==> config.mk <==
export PLATFORM = sky130hd
export DESIGN_NAME = eight_bit_cpu_alu_with_flags_unit
export DESIGN_NICKNAME = d
export VERILOG_FILES = /design/src/rtl/ebalu_pkg.sv /design/src/rtl/ebalu_core.sv /design/src/rtl/eight_bit_cpu_alu_with_flags_unit.sv
export SDC_FILE = /design/constraint.sdc
export NUM_CORES = 1
export LEC_CHECK = 0
export CAP_MARGIN = 20
export CORE_UTILIZATION = 51
export DETAILED_ROUTE_END_ITERATION = 7
export DONT_BUFFER_PORTS = 1
export GPL_TIMING_DRIVEN = 0
export HOLD_SLACK_MARGIN = 0.02
export PLACE_DENSITY_LB_ADDON = 0.2
export SYNTH_ARGS = -nofsm -noshare
export SYNTH_HDL_FRONTEND = slang
export SYNTH_SLANG_ARGS = --single-unit
==> constraint.sdc <==
create_clock -name clk -period 5.2 [get_ports clk]
set_clock_uncertainty 0.15 [all_clocks]
set_input_delay 1.04 -clock clk [delete_from_list [all_inputs] [get_ports clk]]
set_output_delay 1.04 -clock clk [all_outputs]
set_load 0.02 [all_outputs]
==> src/rtl/ebalu_pkg.sv <==
`timescale 1ns / 1ps
// ----------------------------------------------------------------------------
// ebalu_pkg
// Shared types and operation codes of the eight-bit cpu alu with flags.
// ----------------------------------------------------------------------------
package ebalu_pkg;

	// operation codes
	typedef enum logic [4:0] {
		OP_ADD   = 5'd0,
		OP_ADC   = 5'd1,
		OP_SUB   = 5'd2,
		OP_SBC   = 5'd3,
		OP_AND   = 5'd4,
		OP_XOR   = 5'd5,
		OP_OR    = 5'd6,
		OP_CP    = 5'd7,
		OP_INC   = 5'd8,
		OP_DEC   = 5'd9,
		OP_RLC   = 5'd10,
		OP_RRC   = 5'd11,
		OP_RL    = 5'd12,
		OP_RR    = 5'd13,
		OP_SLA   = 5'd14,
		OP_SRA   = 5'd15,
		OP_SWAP  = 5'd16,
		OP_SRL   = 5'd17,
		OP_BIT   = 5'd18,
		OP_RES   = 5'd19,
		OP_SET   = 5'd20,
		OP_RLCA  = 5'd21,
		OP_RRCA  = 5'd22,
		OP_RLA   = 5'd23,
		OP_RRA   = 5'd24,
		OP_DAA   = 5'd25,
		OP_CPL   = 5'd26,
		OP_SCF   = 5'd27,
		OP_CCF   = 5'd28,
		OP_ADD16 = 5'd29,
		OP_ADDSP = 5'd30,
		OP_NOP   = 5'd31
	} alu_op_t;

	// shifter kinds, same order as the cb shift opcodes
	typedef enum logic [2:0] {
		SH_RLC  = 3'd0,
		SH_RRC  = 3'd1,
		SH_RL   = 3'd2,
		SH_RR   = 3'd3,
		SH_SLA  = 3'd4,
		SH_SRA  = 3'd5,
		SH_SWAP = 3'd6,
		SH_SRL  = 3'd7
	} shift_kind_t;

	// input item
	typedef struct packed {
		logic [4:0]  op_select;
		logic [15:0] operand_a;
		logic [15:0] operand_b;
		logic [2:0]  bit_index;
		logic        flag_z_in;
		logic        flag_n_in;
		logic        flag_h_in;
		logic        flag_c_in;
	} alu_in_t;

	// result item
	typedef struct packed {
		logic [15:0] result_value;
		logic        writes_back;
		logic        flag_z_out;
		logic        flag_n_out;
		logic        flag_h_out;
		logic        flag_c_out;
	} alu_out_t;

endpackage

==> src/rtl/ebalu_core.sv <==
`timescale 1ns / 1ps
// ----------------------------------------------------------------------------
// ebalu_core
// Combinational datapath: one operation, result value, write-back and flags.
// ----------------------------------------------------------------------------
module ebalu_core import ebalu_pkg::*; (
	input  alu_in_t  op_item,
	output alu_out_t res_item
);

	// rotate / shift unit, returns {carry, result}
	function automatic logic [8:0] shift8(input logic [2:0] kind, input logic [7:0] v,
			input logic cin);
		logic [8:0] r;
		r = 9'd0;
		case (kind)
			SH_RLC:  r = {v[7], v[6:0], v[7]};
			SH_RRC:  r = {v[0], v[0], v[7:1]};
			SH_RL:   r = {v[7], v[6:0], cin};
			SH_RR:   r = {v[0], cin, v[7:1]};
			SH_SLA:  r = {v[7], v[6:0], 1'b0};
			SH_SRA:  r = {v[0], v[7], v[7:1]};
			SH_SWAP: r = {1'b0, v[3:0], v[7:4]};
			SH_SRL:  r = {v[0], 1'b0, v[7:1]};
			default: r = 9'd0;
		endcase
		return r;
	endfunction

	logic [7:0]  a8;
	logic [7:0]  b8;
	logic        ci;
	logic [8:0]  add9;
	logic [4:0]  add_lo5;
	logic [8:0]  sub9;
	logic [4:0]  sub_lo5;
	logic [7:0]  bmask;
	logic [4:0]  cb_kind_w;
	logic [4:0]  acc_kind_w;
	logic [8:0]  cb_sh;
	logic [8:0]  acc_sh;
	logic [7:0]  daa_adj;
	logic        daa_c;
	logic [7:0]  daa_res;
	logic [16:0] add17;
	logic [12:0] add_lo13;
	logic [15:0] sp_ext;
	logic [4:0]  sp_lo5;
	logic [8:0]  sp_lo9;

	// shared arithmetic
	always_comb begin
		a8      = op_item.operand_a[7:0];
		b8      = op_item.operand_b[7:0];
		ci      = ((op_item.op_select == OP_ADC) || (op_item.op_select == OP_SBC)) ?
			op_item.flag_c_in : 1'b0;
		add9    = {1'b0, a8} + {1'b0, b8} + {8'd0, ci};
		add_lo5 = {1'b0, a8[3:0]} + {1'b0, b8[3:0]} + {4'd0, ci};
		sub9    = {1'b0, a8} - {1'b0, b8} - {8'd0, ci};
		sub_lo5 = {1'b0, a8[3:0]} - {1'b0, b8[3:0]} - {4'd0, ci};
		bmask   = 8'd1 << op_item.bit_index;
		cb_kind_w  = op_item.op_select - OP_RLC;
		acc_kind_w = op_item.op_select - OP_RLCA;
		cb_sh   = shift8(cb_kind_w[2:0], b8, op_item.flag_c_in);
		acc_sh  = shift8(acc_kind_w[2:0], a8, op_item.flag_c_in);
		add17   = {1'b0, op_item.operand_a} + {1'b0, op_item.operand_b};
		add_lo13 = {1'b0, op_item.operand_a[11:0]} + {1'b0, op_item.operand_b[11:0]};
		sp_ext  = {{8{b8[7]}}, b8};
		sp_lo5  = {1'b0, op_item.operand_a[3:0]} + {1'b0, b8[3:0]};
		sp_lo9  = {1'b0, op_item.operand_a[7:0]} + {1'b0, b8};
	end

	// decimal adjust
	always_comb begin
		daa_adj = 8'd0;
		daa_c   = op_item.flag_c_in;
		if (op_item.flag_h_in || (!op_item.flag_n_in && (a8[3:0] > 4'h9))) begin
			daa_adj = daa_adj | 8'h06;
		end
		if (op_item.flag_c_in || (!op_item.flag_n_in && (a8 > 8'h99))) begin
			daa_adj = daa_adj | 8'h60;
			daa_c   = 1'b1;
		end
		daa_res = op_item.flag_n_in ? (a8 - daa_adj) : (a8 + daa_adj);
	end

	// operation select and flag update
	always_comb begin
		res_item.result_value = 16'd0;
		res_item.writes_back  = 1'b1;
		res_item.flag_z_out   = op_item.flag_z_in;
		res_item.flag_n_out   = op_item.flag_n_in;
		res_item.flag_h_out   = op_item.flag_h_in;
		res_item.flag_c_out   = op_item.flag_c_in;
		case (op_item.op_select) inside
			OP_ADD, OP_ADC: begin
				res_item.result_value = {8'd0, add9[7:0]};
				res_item.flag_z_out   = (add9[7:0] == 8'd0);
				res_item.flag_n_out   = 1'b0;
				res_item.flag_h_out   = add_lo5[4];
				res_item.flag_c_out   = add9[8];
			end
			OP_SUB, OP_SBC, OP_CP: begin
				res_item.result_value = {8'd0, sub9[7:0]};
				res_item.flag_z_out   = (sub9[7:0] == 8'd0);
				res_item.flag_n_out   = 1'b1;
				res_item.flag_h_out   = sub_lo5[4];
				res_item.flag_c_out   = sub9[8];
				if (op_item.op_select == OP_CP) begin
					res_item.result_value = 16'd0;
					res_item.writes_back  = 1'b0;
				end
			end
			OP_AND, OP_XOR, OP_OR: begin
				if (op_item.op_select == OP_AND) begin
					res_item.result_value = {8'd0, a8 & b8};
				end else if (op_item.op_select == OP_XOR) begin
					res_item.result_value = {8'd0, a8 ^ b8};
				end else begin
					res_item.result_value = {8'd0, a8 | b8};
				end
				res_item.flag_z_out = (res_item.result_value[7:0] == 8'd0);
				res_item.flag_n_out = 1'b0;
				res_item.flag_h_out = (op_item.op_select == OP_AND);
				res_item.flag_c_out = 1'b0;
			end
			OP_INC: begin
				res_item.result_value = {8'd0, b8 + 8'd1};
				res_item.flag_z_out   = (b8 == 8'hFF);
				res_item.flag_n_out   = 1'b0;
				res_item.flag_h_out   = (b8[3:0] == 4'hF);
			end
			OP_DEC: begin
				res_item.result_value = {8'd0, b8 - 8'd1};
				res_item.flag_z_out   = (b8 == 8'h01);
				res_item.flag_n_out   = 1'b1;
				res_item.flag_h_out   = (b8[3:0] == 4'h0);
			end
			[OP_RLC:OP_SRL]: begin
				res_item.result_value = {8'd0, cb_sh[7:0]};
				res_item.flag_z_out   = (cb_sh[7:0] == 8'd0);
				res_item.flag_n_out   = 1'b0;
				res_item.flag_h_out   = 1'b0;
				res_item.flag_c_out   = cb_sh[8];
			end
			OP_BIT: begin
				res_item.writes_back = 1'b0;
				res_item.flag_z_out  = ((b8 & bmask) == 8'd0);
				res_item.flag_n_out  = 1'b0;
				res_item.flag_h_out  = 1'b1;
			end
			OP_RES: begin
				res_item.result_value = {8'd0, b8 & ~bmask};
			end
			OP_SET: begin
				res_item.result_value = {8'd0, b8 | bmask};
			end
			[OP_RLCA:OP_RRA]: begin
				res_item.result_value = {8'd0, acc_sh[7:0]};
				res_item.flag_z_out   = 1'b0;
				res_item.flag_n_out   = 1'b0;
				res_item.flag_h_out   = 1'b0;
				res_item.flag_c_out   = acc_sh[8];
			end
			OP_DAA: begin
				res_item.result_value = {8'd0, daa_res};
				res_item.flag_z_out   = (daa_res == 8'd0);
				res_item.flag_h_out   = 1'b0;
				res_item.flag_c_out   = daa_c;
			end
			OP_CPL: begin
				res_item.result_value = {8'd0, ~a8};
				res_item.flag_n_out   = 1'b1;
				res_item.flag_h_out   = 1'b1;
			end
			OP_SCF, OP_CCF: begin
				res_item.writes_back = 1'b0;
				res_item.flag_n_out  = 1'b0;
				res_item.flag_h_out  = 1'b0;
				res_item.flag_c_out  = (op_item.op_select == OP_SCF) ? 1'b1 :
					~op_item.flag_c_in;
			end
			OP_ADD16: begin
				res_item.result_value = add17[15:0];
				res_item.flag_n_out   = 1'b0;
				res_item.flag_h_out   = add_lo13[12];
				res_item.flag_c_out   = add17[16];
			end
			OP_ADDSP: begin
				res_item.result_value = op_item.operand_a + sp_ext;
				res_item.flag_z_out   = 1'b0;
				res_item.flag_n_out   = 1'b0;
				res_item.flag_h_out   = sp_lo5[4];
				res_item.flag_c_out   = sp_lo9[8];
			end
			default: begin
				// no-operation code: no write-back, flags pass through
				res_item.writes_back = 1'b0;
			end
		endcase
	end

endmodule

==> src/rtl/eight_bit_cpu_alu_with_flags_unit.sv <==
`timescale 1ns / 1ps
// ----------------------------------------------------------------------------
// eight_bit_cpu_alu_with_flags_unit
// Eight-bit cpu alu with flags: input register, one-pass datapath, result register.
// ----------------------------------------------------------------------------
// an accepted item is captured in the input register, and its result is captured
//   in the result register when that register can advance
// throughput: one item per cycle unless the output stalls; input and result registers
//   form a two-deep pipeline, so an item is taken while a result waits if s1 is empty
// reset: arst_n clears both valid bits; payload registers are not reset
module eight_bit_cpu_alu_with_flags_unit import ebalu_pkg::*; (
	input  logic     clk,
	input  logic     arst_n,
	input  logic     op_valid,
	output logic     op_stall,
	input  alu_in_t  op,
	output logic     res_valid,
	input  logic     res_stall,
	output alu_out_t res
);

	logic     valid_s1;
	alu_in_t  item_s1;
	logic     valid_s2;
	alu_out_t item_s2;
	alu_out_t core_res;
	logic     adv_s2;
	logic     adv_s1;

	// stage advance: a stage moves when it is empty or the one after it is empty or moving
	assign adv_s2   = !valid_s2 || !res_stall;
	assign adv_s1   = !valid_s1 || adv_s2;
	assign op_stall = !adv_s1;

	// input register
	always_ff @(posedge clk or negedge arst_n) begin
		if (!arst_n) begin
			valid_s1 <= 1'b0;
		end else if (adv_s1) begin
			valid_s1 <= op_valid;
		end
	end

	always_ff @(posedge clk) begin
		if (adv_s1 && op_valid) begin
			item_s1 <= op;
		end
	end

	// datapath
	ebalu_core u_core (
		.op_item  (item_s1),
		.res_item (core_res)
	);

	// result register
	always_ff @(posedge clk or negedge arst_n) begin
		if (!arst_n) begin
			valid_s2 <= 1'b0;
		end else if (adv_s2) begin
			valid_s2 <= valid_s1;
		end
	end

	always_ff @(posedge clk) begin
		if (adv_s2 && valid_s1) begin
			item_s2 <= core_res;
		end
	end

	assign res_valid = valid_s2;
	assign res       = item_s2;

	// an accepted item sits in the input register next cycle
	a_accept_fills_s1: assert property (@(posedge clk) disable iff (!arst_n)
		op_valid && !op_stall |=> valid_s1)
		else $error("accepted item missing from input register");

	// a held item is not lost while the result register is blocked
	a_s1_holds: assert property (@(posedge clk) disable iff (!arst_n)
		valid_s1 && valid_s2 && res_stall |=> valid_s1 && $stable(item_s1))
		else $error("input register changed while blocked");

	// an item leaving the input register lands in the result register
	a_s1_to_s2: assert property (@(posedge clk) disable iff (!arst_n)
		valid_s1 && adv_s2 |=> valid_s2)
		else $error("item dropped between stages");

	// stall only when both registers are full and the output is blocked
	a_stall_cause: assert property (@(posedge clk) disable iff (!arst_n)
		op_stall |-> valid_s1 && valid_s2 && res_stall)
		else $error("input stalled without cause");

endmodule
==> results of run 1 <==
[cell usage after synthesis, drive strengths merged, types with 5 or more instances]
master,count,area [um^2]
nand3,26,135.1
and3,7,43.79
edfxtp,65,1952
nor3,20,110.1
o21a,7,52.55
buf,23,168.9
o21ai,54,274.0
a31oi,8,65.06
o211ai,11,82.58
nor4,8,50.05
nand4,7,43.79
xor2,14,145.1
or2,5,31.28
or3,5,31.28
nand2,63,256.5
and2,8,50.05
nor2b,7,46.30
nand2b,13,88.83
inv,42,157.6
ha,64,800.8
a211oi,13,115.1
o22ai,13,81.33
a21o,12,90.09
mux2i,19,193.9
a22oi,6,45.04
nor2,80,331.6
a221oi,9,78.83
a21oi,74,377.9
clkbuf,19,71.32
xnor2,31,279.0
o221ai,6,52.55
o2111ai,6,58.80
[stage by stage]
stage	hold slack (ns)	power (uW)	instances
2_1_floorplan	0.2934	1206	819
3_3_place_gp	0.3058	1382	995
3_5_place_dp	0.3291	1398	997
4_1_cts	0.2256	2121	1013
5_1_grt	0.2189	2212	1013
6_report	0.2303	2137	1013
[worst register-to-register path, cell delays in order (launching register included)]
cell	delay [ns]
edfxtp_1	0.38
buf_2	0.22
clkbuf_1	0.26
nor3_1	0.82
and3_1	0.34
fa_1	0.20
inv_1	0.07
fa_1	0.44
o21a_1	0.21
nor2_1	0.23
o21ai_0	0.20
a21o_1	0.21
a21oi_1	0.25
xnor2_1	0.17
o211ai_1	0.11
and3_1	0.23
[metal layers]
metal	vias up	share of wire, %	GRT usage [%]	routed length, um
li1	3099	-	-	-
met1	3258	44	47.80	10740
met2	401	43	50.00	10330
met3	60	9.3	6.274	2250
met4	0	3.6	14.43	881
met5	-	0	0	0
[cell type report]
class / count / area (um^2) / area share [%]
Multi-Input combinational cell: 668 / 4743 / 61.17
Sequential cell: 67 / 2002 / 25.82
Buffer: 42 / 240.2 / 3.098
Clock buffer: 9 / 225.2 / 2.905
Tap cell: 176 / 220.2 / 2.840
Inverter: 42 / 157.7 / 2.033
Clock inverter: 7 / 122.6 / 1.581
Timing Repair Buffer: 2 / 42.54 / 0.5487
[worst max path at each step]
| stage | to | cells after the start | start | slack, ns |
|---|---|---|---|---|
| after floorplan | res[3] | 15 | item_s1[39] | 1.39 |
| after global routing | res[3] | 14 | item_s1[43] | 0.26 |
| final | res[0] | 15 | item_s1[43] | 0.45 |
| after CTS | res[0] | 15 | item_s1[43] | 0.57 |
| after detailed placement | res[0] | 15 | item_s1[43] | 0.60 |
| after global placement | res[3] | 15 | item_s1[39] | 0.60 |
[power by group through the flow]
stage | registers, uW | logic [uW] | clock network [uW]
after global routing | 717 | 748 | 747
final | 712 | 701 | 724
after global placement | 724 | 659 | 0
after floorplan | 707 | 499 | 0
after detailed placement | 723 | 675 | 0
after CTS | 712 | 681 | 728
[registers in the layout, indices dropped and copies added (netlist names)]
name / count
item_s1: 44
res: 21
res_valid: 1
valid_s1: 1
[logic make-up after synthesis]
family	Yosys count	share of synthesized area (%)
AND/OR/NAND/NOR	269	19.77
AO/OA/AOI/OAI	266	25.43
buffers and inverters	84	5.574
adder cells (fa/ha/maj)	68	12.20
flip-flops	67	28.05
XOR/XNOR	45	5.942
multiplexers	20	3.032
[cell usage in the layout, fill, tap and decap left out, types with 13 or more instances in the layout]
master,n
edfxtp_1,65
mux2i_1,18
ha_1,64
xnor2_1,30
a21oi_1,72
nand3_1,25
o21ai_0,44
clkbuf_1,19
o22ai_1,13
nand2_1,57
nor2_1,75
inv_1,40
nor3_1,18
==> results.json, run 1 <==
{
  "synth_area_um2": 7138,
  "seqPwrFrac_pct": 33.3,
  "yosysWarningCount": 0,
  "worstMarginPinSlew_ns": 1.004,
  "path_clk_slew_ns": 0.06,
  "fp-row-count": 42,
  "path_cells": "buf_2 > clkbuf_1 > nor3_1 > and3_1 > fa_1 > inv_1 > fa_1 > o21a_1 > nor2_1 > o21ai_0 > a21o_1 > a21oi_1 > xnor2_1 > o211ai_1 > and3_1",
  "grt_max_degree": 25,
  "yosys_register_bits": 67,
  "wl_per_cell_um": 23.89,
  "route.detailed.drc": 0,
  "area_growth_pct": 8.624,
  "worstPathRequired_ns": 5.14,
  "first_pass_iters": 6,
  "pre_cts_slack_ns": 0.6009,
  "start_util_pct": 53.06,
  "vdd_ir_drop_max_uv": 193.1,
  "cts_setup_buffers": 0,
  "drtIter0Drc": 924,
  "synth_edf_count": 65,
  "fin_util_pct": 57.64,
  "setup.worst_path.start_class": "register",
  "critPathBufInv": 3,
  "io_buffers": 0,
  "period_needed_ns": 4.753,
  "critPathArrivalTime_ns": 4.69,
  "maxSlewViolCount": 0,
  "num_vias": 6818,
  "worstReg2RegEnd": "res[0]",
  "viasPerCell": 6.731,
  "status": "completed",
  "r2r_slack_ns": 0.45,
  "gp_congestion": 0.9765,
  "setup-violations-final": 0,
  "final_nets": 947,
  "setup_tns_ns": 0,
  "hold_path_class": "in -> async",
  "finalHoldViolations": 0,
  "synth_cells": 819,
  "p_clk_share_pct": 33.9,
  "comb_power_share_pct": 32.8,
  "ant_nets": 0,
  "grt_pass1_wl_um": 36310,
  "drive_gt1_share_pct": 10.39,
  "fin_ws_ns": 0.4472,
  "worstSetupEndpointType": "register",
  "slew_headroom_pct": 32.56,
  "clock_latency_ns": 0.35,
  "r2r_cells": 15,
  "yosysSeqAreaShare_pct": 28.05,
  "cts_htree_levels": 3,
  "syn_nets": 934,
  "stdcell_area_um2": 7754,
  "cts_root_buf": "clkbuf_16",
  "p_switching_uw": 756.8,
  "overflow": 0,
  "p_int_uw": 1380,
  "synthFlopType": "edfxtp_1",
  "synth.avg_cell_area_um2": 8.716,
  "fmax_ghz": 0.2104,
  "io_pins": 71,
  "rsz0062_at_grt": "no",
  "dieHeight_um": 120.3,
  "crit_path_max_fanout": 10,
  "switching_share_pct": 35.41,
  "antenna_found_initial": 0,
  "clock-sinks": 67,
  "clockBufferDepth": 2,
  "grt_usage_pct": 33.71,
  "pwr_density_cell_nw_per_um2": 275.7,
  "cts_tree": "yes",
  "path_delay_family": "simple AND/OR/NAND/NOR gates",
  "ctsHoldBuffers": 0,
  "period_share_pct": 91.40,
  "p_leak_uw": 0.002964,
  "r2r-start": "item_s1[43]",
  "maxCapViolCount": 0,
  "async_reset_ff_share_pct": 2.985,
  "diodes": 0,
  "die_width_um": 120.3,
  "fillers": 1235,
  "dieArea_um2": 14470,
  "core_area_um2": 13450,
  "slowest_delay_ns": 0.82,
  "numCtsBuffers": 9,
  "dpl.hpwl_um": 19020,
  "placed_cell_area_um2": 7406,
  "wl_um": 24200,
  "cts.repair.resized": 0,
  "yosys.cell_types.count": 99,
  "cpMaxStageDelayCell": "nor3_1",
  "critPathKind": "reg -> reg",
  "grt_pass1_vias": 6304
}
(Power assumes the default switching activity.)
==> run 2: changes to the inputs <==
--- a/config.mk
+++ b/config.mk
@@ -6,6 +6,7 @@
 export NUM_CORES = 1
 export LEC_CHECK = 0
 export CAP_MARGIN = 20
+export CORE_MARGIN = 3
 export CORE_UTILIZATION = 51
 export DETAILED_ROUTE_END_ITERATION = 7
 export DONT_BUFFER_PORTS = 1
==> results.json, run 2 (same netlist as run 1, synthesis figures left out) <==
{
  "dieArea_um2": 15450,
  "grt_usage_pct": 30.66,
  "wl_um": 24440,
  "setup-violations-final": 0,
  "r2r_cells": 15,
  "grt_pass1_wl_um": 37200,
  "fp-row-count": 42,
  "p_int_uw": 1282,
  "worstMarginPinSlew_ns": 0.9447,
  "setup.worst_path.start_class": "register",
  "grt_max_degree": 25,
  "slowest_delay_ns": 0.54,
  "clockBufferDepth": 2,
  "dpl.hpwl_um": 19140,
  "wl_per_cell_um": 24.12,
  "slew_headroom_pct": 36.54,
  "numCtsBuffers": 9,
  "gp_congestion": 0.9963,
  "io_buffers": 0,
  "p_leak_uw": 0.002944,
  "path_cells": "buf_6 > buf_2 > buf_2 > buf_1 > and3_1 > fa_1 > ha_1 > o21ai_0 > nand2_1 > a31o_2 > a21o_1 > a21oi_1 > xnor2_1 > o41ai_1 > or3_1",
  "pwr_density_cell_nw_per_um2": 264.9,
  "top_register": "item_s1",
  "start_util_pct": 53.06,
  "cts.repair.resized": 0,
  "critPathArrivalTime_ns": 4.62,
  "period_needed_ns": 4.678,
  "area_growth_pct": 7.975,
  "worstSetupStartpoint": "item_s1[39]",
  "cpMaxStageDelayCell": "buf_1",
  "final_common_cell": "nor2_1",
  "die_width_um": 124.3,
  "switching_share_pct": 37.20,
  "num_vias": 6780,
  "finalPower_uw": 2042,
  "p_clk_share_pct": 30.8,
  "final_nets": 947,
  "r2r-start": "item_s1[39]",
  "fmax_ghz": 0.2137,
  "dieHeight_um": 124.3,
  "antenna_found_initial": 0,
  "seqPwrFrac_pct": 34.8,
  "overflow": 0,
  "maxSlewViolCount": 0,
  "finalHoldViolations": 0,
  "ant_nets": 0,
  "met1Wirelength_um": 10560,
  "placed_cell_area_um2": 7406,
  "drive_gt1_share_pct": 10.39,
  "setup_tns_ns": 0,
  "path_delay_family": "buffers and inverters",
  "worstPathRequired_ns": 5.14,
  "dr_wl_met2_um": 10750,
  "pre_cts_slack_ns": 0.6201,
  "route.detailed.drc": 0,
  "period_share_pct": 89.97,
  "first_pass_iters": 5,
  "r2r_slack_ns": 0.52,
  "final_cell_mix": "75 x nor2_1, 72 x a21oi_1, 65 x edfxtp_1, 64 x ha_1, 57 x nand2_1",
  "comb_power_share_pct": 34.3,
  "maxCapViolCount": 0,
  "route.met3.wl_um": 2265,
  "path_common_cell": "buf_2",
  "grt_pass1_vias": 6293,
  "clock_latency_ns": 0.35,
  "largest_reg_flops": 44,
  "path_clk_slew_ns": 0.06,
  "vdd_ir_drop_max_uv": 185.9,
  "ctsHoldBuffers": 0,
  "hold_path_class": "in -> async",
  "viasPerCell": 6.693,
  "core_area_um2": 13450,
  "drtIter0Drc": 1082,
  "cts_root_buf": "clkbuf_16",
  "fillers": 1250,
  "critical_path_depth": 15,
  "cts_setup_buffers": 0,
  "fin_ws_ns": 0.5216,
  "rsz0062_at_grt": "no",
  "cp-endpoint": "res[3]",
  "stdcell_area_um2": 7707,
  "status": "completed",
  "worstSetupEndpointType": "register",
  "io_pins": 71,
  "crit_path_max_fanout": 10,
  "cts_tree": "yes",
  "critPathBufInv": 4,
  "clock-sinks": 67,
  "p_switching_uw": 759.5,
  "cts_htree_levels": 3,
  "diodes": 0,
  "critPathKind": "reg -> reg",
  "highest_layer": "met4",
  "worstReg2RegEnd": "res[3]"
}
-- run 2: cell types whose count changed in the layout (fill, tap and decap cells not counted) --
cell / change
bufinv_16: -2
clkinv_2: +1
clkinv_4: +1
-- run 2: power by group through the flow --
| stage | logic (uW) | registers (uW) | clock network [uW] |
|---|---|---|---|
| after global placement | 659 | 723 | 0 |
| final | 701 | 711 | 630 |
| after floorplan | 499 | 707 | 0 |
| after CTS | 679 | 711 | 635 |
| after global routing | 751 | 715 | 658 |
| after detailed placement | 674 | 722 | 0 |
-- run 2: metal layers --
metal	up-vias	global-route usage (%)
met2	419	46.02
met5	-	0
met1	3209	43.88
met4	0	11.09
li1	3101	-
met3	51	6.089
-- run 2: worst min path at each step --
stage | from | endpoint | slack (ns) | cells past startpoint
2_1_floorplan | valid_s1 | res_valid | 0.29 | 1
6_report | arst_n | res_valid | 0.23 | 0
5_1_grt | arst_n | res_valid | 0.21 | 0
3_3_place_gp | valid_s1 | res_valid | 0.31 | 1
4_1_cts | arst_n | res_valid | 0.22 | 0
3_5_place_dp | valid_s1 | res_valid | 0.32 | 1
-- run 2: per-stage QoR --
step / util, % / hold slack (ns) / std cells
3_3_place_gp: 54.70 / 0.3062 / 995
2_1_floorplan: - / 0.2934 / 819
4_1_cts: 57.29 / 0.2226 / 1013
6_report: 57.29 / 0.2261 / 1013
3_5_place_dp: 55.05 / 0.3243 / 997
5_1_grt: 57.29 / 0.2147 / 1013
-- run 2: layout make-up --
class / instances / area, um^2 / share of cell area (%)
inverter: 42 / 157.7 / 2.045
sequential: 67 / 2002 / 25.97
buffer: 42 / 240.2 / 3.117
multi-input combinational: 668 / 4743 / 61.54
clock inverter: 7 / 76.32 / 0.9903
clock buffer: 9 / 225.2 / 2.922
tap: 176 / 220.2 / 2.857
timing repair buffer: 2 / 42.54 / 0.5519
